$ cat config.mk
export PLATFORM = sky130hd
export DESIGN_NAME = http_request_line_parser
export DESIGN_NICKNAME = d
export VERILOG_FILES = /design/src/hw/rtl/hrlp_pkg.sv /design/src/hw/rtl/hrlp_name_check.sv /design/src/hw/rtl/hrlp_parse.sv /design/src/hw/rtl/http_request_line_parser.sv
export SDC_FILE = /design/constraint.sdc
export NUM_CORES = 1
export LEC_CHECK = 0
export ABC_AREA = 1
export BUFFER_PORTS_ARGS = -buffer_cell sky130_fd_sc_hd__buf_4
export CORE_MARGIN = 1
export CORE_UTILIZATION = 46
export DETAILED_ROUTE_END_ITERATION = 16
export GPL_ROUTABILITY_DRIVEN = 0
export PLACE_DENSITY = 0.66
export SETUP_SLACK_MARGIN = 0.2
export SYNTH_ARGS = -nofsm -noshare
export SYNTH_HDL_FRONTEND = slang
export SYNTH_SLANG_ARGS = --single-unit
$ cat constraint.sdc
create_clock -name i_clk -period 3.4 [get_ports i_clk]
set_input_delay 0.51 -clock i_clk [delete_from_list [all_inputs] [get_ports i_clk]]
set_output_delay 0.51 -clock i_clk [all_outputs]
set_load 0.02 [all_outputs]
$ cat src/hw/rtl/hrlp_pkg.sv
package hrlp_pkg;

    typedef enum logic [3:0] {
        PH_METHOD = 4'd0,
        PH_PATH   = 4'd1,
        PH_KEY    = 4'd2,
        PH_VALUE  = 4'd3,
        PH_PROTO  = 4'd4,
        PH_MAJOR  = 4'd5,
        PH_GAP    = 4'd6,
        PH_MINOR  = 4'd7,
        PH_DONE   = 4'd8
    } t_phase;

    localparam logic [2:0] KIND_NONE   = 3'd0;
    localparam logic [2:0] KIND_METHOD = 3'd1;
    localparam logic [2:0] KIND_PATH   = 3'd2;
    localparam logic [2:0] KIND_KEY    = 3'd3;
    localparam logic [2:0] KIND_VALUE  = 3'd4;
    localparam logic [2:0] KIND_PROTO  = 3'd5;

    localparam logic [7:0] CH_SPACE = 8'h20;
    localparam logic [7:0] CH_QMARK = 8'h3F;
    localparam logic [7:0] CH_AMP   = 8'h26;
    localparam logic [7:0] CH_EQ    = 8'h3D;
    localparam logic [7:0] CH_SLASH = 8'h2F;
    localparam logic [7:0] CH_ZERO  = 8'h30;

    localparam int METHOD_MAX = 6;
    localparam int PROTO_MAX  = 4;

    localparam logic [2:0] METHOD_MAX_LEN = 3'(METHOD_MAX);
    localparam logic [2:0] PROTO_MAX_LEN  = 3'(PROTO_MAX);

    localparam logic [23:0] NAME_GET    = "GET";
    localparam logic [31:0] NAME_POST   = "POST";
    localparam logic [23:0] NAME_PUT    = "PUT";
    localparam logic [47:0] NAME_DELETE = "DELETE";
    localparam logic [31:0] NAME_HEAD   = "HEAD";
    localparam logic [31:0] NAME_HTTP   = "HTTP";

    typedef logic [METHOD_MAX-1:0][7:0] t_method_buf;
    typedef logic [PROTO_MAX-1:0][7:0]  t_proto_buf;

    typedef struct packed {
        logic [2:0] token_kind;
        logic [7:0] token_char;
        logic       pair_end;
        logic       line_done;
        logic [7:0] major_version;
        logic [7:0] minor_version;
        logic       line_good;
    } t_result;

endpackage

$ cat src/hw/rtl/hrlp_name_check.sv
module hrlp_name_check (
    input  hrlp_pkg::t_method_buf i_method_chars,
    input  logic [2:0]            i_method_length,
    input  logic                  i_method_too_long,
    input  hrlp_pkg::t_proto_buf  i_proto_chars,
    input  logic [2:0]            i_proto_length,
    input  logic                  i_proto_too_long,
    output logic                  o_good
);
    import hrlp_pkg::*;

    logic [23:0] w_m3;
    logic [31:0] w_m4;
    logic [47:0] w_m6;
    logic [31:0] w_p4;
    logic        w_method_ok;
    logic        w_proto_ok;

    // entry 0 is the first character, so it lands in the top byte
    assign w_m3 = {i_method_chars[0], i_method_chars[1], i_method_chars[2]};
    assign w_m4 = {w_m3, i_method_chars[3]};
    assign w_m6 = {w_m4, i_method_chars[4], i_method_chars[5]};
    assign w_p4 = {i_proto_chars[0], i_proto_chars[1], i_proto_chars[2], i_proto_chars[3]};

    always_comb begin
        w_method_ok = !i_method_too_long &&
                      ((i_method_length == 3'd3 && (w_m3 == NAME_GET || w_m3 == NAME_PUT)) ||
                       (i_method_length == 3'd4 && (w_m4 == NAME_POST || w_m4 == NAME_HEAD)) ||
                       (i_method_length == 3'd6 && w_m6 == NAME_DELETE));
        w_proto_ok  = !i_proto_too_long && i_proto_length == PROTO_MAX_LEN &&
                      w_p4 == NAME_HTTP;
        o_good      = w_method_ok && w_proto_ok;
    end

endmodule

$ cat src/hw/rtl/hrlp_parse.sv
module hrlp_parse (
    input  logic              i_clk,
    input  logic              i_rst_n,
    input  logic              i_advance,
    input  logic [7:0]        i_byte,
    input  logic              i_start,
    output hrlp_pkg::t_result o_result
);
    import hrlp_pkg::*;

    t_phase      r_phase, n_phase, w_phase;
    t_method_buf r_method_chars;
    t_proto_buf  r_proto_chars;
    logic [2:0]  r_method_length, n_method_length, w_method_length;
    logic        r_method_too_long, n_method_too_long, w_method_too_long;
    logic [2:0]  r_proto_length, n_proto_length, w_proto_length;
    logic        r_proto_too_long, n_proto_too_long, w_proto_too_long;
    logic        r_key_seen, n_key_seen, w_key_seen;
    logic        r_value_seen, n_value_seen, w_value_seen;
    logic [7:0]  r_held_major, n_held_major, w_held_major;
    logic        w_method_we;
    logic        w_proto_we;
    logic        w_good;

    // a line start clears the phase, lengths, flags and held major digit before its byte is looked at
    always_comb begin
        w_phase           = i_start ? PH_METHOD : r_phase;
        w_method_length   = i_start ? 3'd0 : r_method_length;
        w_method_too_long = i_start ? 1'b0 : r_method_too_long;
        w_proto_length    = i_start ? 3'd0 : r_proto_length;
        w_proto_too_long  = i_start ? 1'b0 : r_proto_too_long;
        w_key_seen        = i_start ? 1'b0 : r_key_seen;
        w_value_seen      = i_start ? 1'b0 : r_value_seen;
        w_held_major      = i_start ? 8'd0 : r_held_major;
    end

    hrlp_name_check u_name_check (
        .i_method_chars   (r_method_chars),
        .i_method_length  (r_method_length),
        .i_method_too_long(r_method_too_long),
        .i_proto_chars    (r_proto_chars),
        .i_proto_length   (r_proto_length),
        .i_proto_too_long (r_proto_too_long),
        .o_good           (w_good)
    );

    always_comb begin
        n_phase           = w_phase;
        n_method_length   = w_method_length;
        n_method_too_long = w_method_too_long;
        n_proto_length    = w_proto_length;
        n_proto_too_long  = w_proto_too_long;
        n_key_seen        = w_key_seen;
        n_value_seen      = w_value_seen;
        n_held_major      = w_held_major;
        w_method_we       = 1'b0;
        w_proto_we        = 1'b0;
        o_result          = '0;
        unique case (w_phase)
            PH_METHOD: begin
                if (i_byte == CH_SPACE) begin
                    n_phase = PH_PATH;
                end else begin
                    o_result.token_kind = KIND_METHOD;
                    o_result.token_char = i_byte;
                    if (w_method_length < METHOD_MAX_LEN) begin
                        w_method_we     = 1'b1;
                        n_method_length = w_method_length + 3'd1;
                    end else begin
                        n_method_too_long = 1'b1;
                    end
                end
            end
            PH_PATH: begin
                if (i_byte == CH_SPACE) begin
                    n_phase = PH_PROTO;
                end else if (i_byte == CH_QMARK) begin
                    n_phase      = PH_KEY;
                    n_key_seen   = 1'b0;
                    n_value_seen = 1'b0;
                end else begin
                    o_result.token_kind = KIND_PATH;
                    o_result.token_char = i_byte;
                end
            end
            PH_KEY, PH_VALUE: begin
                if (i_byte == CH_SPACE) begin
                    o_result.pair_end = w_key_seen && w_value_seen;
                    n_phase           = PH_PROTO;
                end else if (i_byte == CH_AMP) begin
                    o_result.pair_end = 1'b1;
                    n_key_seen        = 1'b0;
                    n_value_seen      = 1'b0;
                    n_phase           = PH_KEY;
                end else if (w_phase == PH_KEY && i_byte == CH_EQ) begin
                    n_phase = PH_VALUE;
                end else if (w_phase == PH_KEY) begin
                    o_result.token_kind = KIND_KEY;
                    o_result.token_char = i_byte;
                    n_key_seen          = 1'b1;
                end else begin
                    o_result.token_kind = KIND_VALUE;
                    o_result.token_char = i_byte;
                    n_value_seen        = 1'b1;
                end
            end
            PH_PROTO: begin
                if (i_byte == CH_SLASH) begin
                    n_phase = PH_MAJOR;
                end else begin
                    o_result.token_kind = KIND_PROTO;
                    o_result.token_char = i_byte;
                    if (w_proto_length < PROTO_MAX_LEN) begin
                        w_proto_we     = 1'b1;
                        n_proto_length = w_proto_length + 3'd1;
                    end else begin
                        n_proto_too_long = 1'b1;
                    end
                end
            end
            PH_MAJOR: begin
                n_held_major = i_byte - CH_ZERO;
                n_phase      = PH_GAP;
            end
            PH_GAP: begin
                n_phase = PH_MINOR;
            end
            PH_MINOR: begin
                o_result.line_done     = 1'b1;
                o_result.major_version = w_held_major;
                o_result.minor_version = i_byte - CH_ZERO;
                o_result.line_good     = w_good;
                n_phase                = PH_DONE;
            end
            default: begin
                n_phase = PH_DONE;
            end
        endcase
    end

    always_ff @(posedge i_clk) begin
        if (!i_rst_n) begin
            r_phase           <= PH_METHOD;
            r_method_length   <= 3'd0;
            r_method_too_long <= 1'b0;
            r_proto_length    <= 3'd0;
            r_proto_too_long  <= 1'b0;
            r_key_seen        <= 1'b0;
            r_value_seen      <= 1'b0;
            r_held_major      <= 8'd0;
        end else if (i_advance) begin
            r_phase           <= n_phase;
            r_method_length   <= n_method_length;
            r_method_too_long <= n_method_too_long;
            r_proto_length    <= n_proto_length;
            r_proto_too_long  <= n_proto_too_long;
            r_key_seen        <= n_key_seen;
            r_value_seen      <= n_value_seen;
            r_held_major      <= n_held_major;
        end
    end

    // name buffers hold payload only; entries past the length are never read
    always_ff @(posedge i_clk) begin
        for (int i = 0; i < METHOD_MAX; i++) begin
            if (i_advance && w_method_we && w_method_length == 3'(i)) begin
                r_method_chars[i] <= i_byte;
            end
        end
        for (int j = 0; j < PROTO_MAX; j++) begin
            if (i_advance && w_proto_we && w_proto_length == 3'(j)) begin
                r_proto_chars[j] <= i_byte;
            end
        end
    end

endmodule

$ cat src/hw/rtl/http_request_line_parser.sv
// Path: an accepted item waits in the input register and is parsed as it moves
//   into the result register, which must be empty or being drained at the time.
// Throughput: one item per cycle while results are taken; input and result
//   registers each hold one item, and parsing of the held byte happens between them.
// Reset: synchronous, active low; clears the parse phase, lengths and flags and
//   empties both registers. Name buffers are not cleared.
module http_request_line_parser (
    input  logic       i_clk,
    input  logic       i_rst_n,
    // input channel
    input  logic       i_in_valid,
    output logic       o_in_ready,
    input  logic [7:0] i_line_byte,
    input  logic       i_line_start,
    // result channel
    output logic       o_out_valid,
    input  logic       i_out_ready,
    output logic [2:0] o_token_kind,
    output logic [7:0] o_token_char,
    output logic       o_pair_end,
    output logic       o_line_done,
    output logic [7:0] o_major_version,
    output logic [7:0] o_minor_version,
    output logic       o_line_good
);
    import hrlp_pkg::*;

    // input register
    logic       r_in_valid;
    logic [7:0] r_in_byte;
    logic       r_in_start;

    // result register
    logic       r_out_valid;
    t_result    r_out;

    t_result    w_result;
    logic       w_advance;
    logic       w_accept;

    // advance the held byte when the result register is empty or being drained
    assign w_advance  = r_in_valid && (!r_out_valid || i_out_ready);
    assign o_in_ready = !r_in_valid || w_advance;
    assign w_accept   = i_in_valid && o_in_ready;

    hrlp_parse u_parse (
        .i_clk    (i_clk),
        .i_rst_n  (i_rst_n),
        .i_advance(w_advance),
        .i_byte   (r_in_byte),
        .i_start  (r_in_start),
        .o_result (w_result)
    );

    always_ff @(posedge i_clk) begin
        if (!i_rst_n) begin
            r_in_valid  <= 1'b0;
            r_out_valid <= 1'b0;
        end else begin
            // hold the input register unless a new item arrives or the old one leaves
            if (w_accept) begin
                r_in_valid <= 1'b1;
            end else if (w_advance) begin
                r_in_valid <= 1'b0;
            end
            // hold the result until taken; load a fresh one whenever the parser advances
            if (w_advance) begin
                r_out_valid <= 1'b1;
            end else if (i_out_ready) begin
                r_out_valid <= 1'b0;
            end
        end
    end

    always_ff @(posedge i_clk) begin
        if (w_accept) begin
            r_in_byte  <= i_line_byte;
            r_in_start <= i_line_start;
        end
        if (w_advance) begin
            r_out <= w_result;
        end
    end

    assign o_out_valid     = r_out_valid;
    assign o_token_kind    = r_out.token_kind;
    assign o_token_char    = r_out.token_char;
    assign o_pair_end      = r_out.pair_end;
    assign o_line_done     = r_out.line_done;
    assign o_major_version = r_out.major_version;
    assign o_minor_version = r_out.minor_version;
    assign o_line_good     = r_out.line_good;

endmodule

==> summary.md <==
| Metric | Value |
|---|---|
| Pwr Density | 546 mW/mm^2 |
| Clock Latency Late Sink | 410 ps |
| Worst setup path class | flip-flop to flip-flop |
| Synth unique cells | 42 |
| Post-synthesis cell count | 533 |
| CTS clk-pin slew, worst paths | 60 ps |
| Drt via density | 5.17 |
| Post-Syn Area per Cell | 11.4 sq um |
| Commonest cells after routing, fill and taps aside | edfxtp_1 (119), nor2_1 (74), nand2_1 (73) |
| Vias | 4034 |
| GRT Total Usage | 19.9% |
| Final wirelength | 12400 microns |
| Outcome | finished clean |
| Required time of the critical path | 3440 ps |
| Max Slew Vio Count | 0 |
| Clk sinks | 143 |
| Commonest non-fill, non-tap cell in the layout | edfxtp_1 |
| Antenna diodes | 0 |
| Worst vdd ir | 0.289 mV |
| H-tree depth | 4 |
| Worst hold slack | 275 ps |
| Die width | 117 microns |
| Final Hold Vio Count | 0 |
| Vias in the first global route | 3985 |
| Layout Nets | 619 |
| Yosys reg bits | 143 |
| Setup-failing EPs final | 0 |
| Routed Antenna Nets | 0 |
| Drt initial violations | 247 |
| Crit path time final | 2440 ps |
| Placement Rows | 41 |
| Synth warnings | 0 |
| Arrival time at the worst endpoint | 2480 ps |
| CTS buffer count | 17 |
| Post-CTS Setup Bufs | 0 |
| Largest net degree at the start of global routing | 41 |
| Starting Density | 47.6% |
| Tcrit/Tclk final | 71.8% |
| Place WS | 975 ps |
| PortBufs | 44 |
| Crit path max fanout | 22 |
| Initial antenna violation count | 0 |
| Slew margin rel. | 53.8% |
| Total congestion overflow | 0 |
| Worst hold path type | primary input to flip-flop |
| Worst-margin pin slew | 689 ps |
| Root buffer cell | clkbuf_16 |
| Layout area overhead | 18.5% |
| DRT Pass-1 Iters | 7 |
| CTS tree | built |
| F_max | 410 MHz |
| Post-synthesis sequential area ratio | 67.0% |
| CTS Buffer Depth | 2 |
| RSZ-0062 raised after global routing | no |
| CTS Hold Buffers Added | 0 |
| Global-route wire length before repair | 19700 microns |
| HPWL after detailed placement | 8500 microns |
| Worst setup margin | 958 ps |
| Io pins | 45 |
| Layout cells sized above 1 | 19.6% |
| Mapped cell area | 0.00605 sq mm |
| Die area | 0.0136 sq mm |
| Static Leak | 2.76 nW |
| Filler cells | 1102 |
| DIE HEIGHT | 117 microns |
| Post-cts gate resize count | 0 |
| Setup_tns | 0 ps |
| DR WL/cell | 15.9 microns |
| Setup crit start kind | flip-flop |
| Max-cap violation count | 0 |
| Worst setup EP type | flip-flop |
| Syn_nets | 557 |
| Core ar. | 0.0127 sq mm |
| Fin Clk Skew | 8.20 ps |
| Residual DRC count | 0 |
## report_power, final
| group | leakage, nW | internal, W | switching [W] |
|---|---|---|---|
| Sequential | 1.30 | 0.00194 | 0.0000295 |
| Combinational | 1.18 | 0.0000598 | 0.000126 |
| Clock | 0.282 | 0.00108 | 0.000679 |
| Total | 2.76 | 0.00308 | 0.000834 |
## final timing paths
| check | from | to | slack (ps) | cells after the start |
|---|---|---|---|---|
| hold / removal | i_line_byte[7] | r_in_byte[7] | 280 | 1 |
| setup / recovery | r_in_start | u_parse.r_method_chars[24] | 960 | 7 |
| setup reg to reg | r_in_start | u_parse.r_method_chars[24] | 960 | 7 |
| hold reg to reg | u_parse.r_proto_too_long | u_parse.r_proto_too_long | 470 | 2 |
## area by class of cell
cell class              instances  area (sq um)  area share [%]
inverters                      73           282            3.93
flip-flops and latches        143          4050            56.5
repair buffers                 51           383            5.34
clock buffers                  18           429            5.99
well taps                     172           215            3.00
clock inverters                14           140            1.95
multi-input cells             309          1670            23.2
## synth_stat cells, drive strengths merged
cell	instances	area, sq um
nand3b	6	45.0
o221ai	7	61.3
o21ai	20	108
xnor2	1	8.76
ha	11	138
o211ai	2	15.0
or2	1	6.26
xor2	1	8.76
a21oi	23	119
a41oi	2	17.5
clkinv	3	16.3
and3	1	6.26
edfxtp	119	3570
nor3	13	85.1
nor4b	3	26.3
buf	6	42.5
nand3	33	188
and2	1	6.26
nand4	13	81.3
inv	70	265
nor2	83	358
nor4	5	31.3
o22ai	1	6.26
nand2	81	344
clkbuf	2	7.51
dfxtp	24	480
o31ai	1	7.51
## worst max-delay path, stage by stage (launching register included)
cell	delay, ps
edfxtp_1	440
inv_2	390
nand2_1	250
inv_1	170
ha_1	170
ha_1	140
inv_1	40
nor2_1	480
## metal layers
layer	GRT usage [%]	wire length (microns)	vias to the layer above
met4	9.54	374	0
li1	-	-	1967
met5	0	0	-
met3	4.46	600	23
met1	24.8	5380	1922
met2	32.9	6070	122
## state kept, by name, summed over array words and instances (netlist names)
register                   count
u_parse.r_held_major           8
u_parse.r_proto_length         3
u_parse.r_proto_too_long       1
o_token_kind                   3
r_in_byte                      8
o_pair_end                     1
o_token_char                   8
o_minor_version                8
u_parse.r_value_seen           1
u_parse.r_phase                4
o_line_good                    1
u_parse.r_method_chars        48
r_in_start                     1
o_major_version                8
o_out_valid                    1
u_parse.r_method_too_long      1
u_parse.r_proto_chars         32
r_in_valid                     1
u_parse.r_method_length        3
o_line_done                    1
u_parse.r_key_seen             1
## metrics by stage
stage | instance area (sq um) | power [W] | util, % | instances
CTS | 7170 | 0.00394 | 56.4 | 780
floorplan | 6050 | 0.00211 | - | 533
finish | 7170 | 0.00391 | 56.4 | 780
detailed placement | 6600 | 0.00219 | 51.9 | 748
global route | 7170 | 0.00405 | 56.4 | 780
global placement | 6600 | 0.00219 | 51.9 | 748
## cells by family (layout without fill, tap and decap cells)
group	count (synthesis)	count (layout)	share of synthesized area, %
AO/OA/AOI/OAI	56	56	5.52
AND/OR/NAND/NOR	240	240	19.5
buffers and inverters	81	156	5.48
adder cells (fa/ha/maj)	11	11	2.27
XOR/XNOR	2	2	0.289
flip-flops	143	143	67.0
No activity file was read; power rests on OpenSTA's default activity.
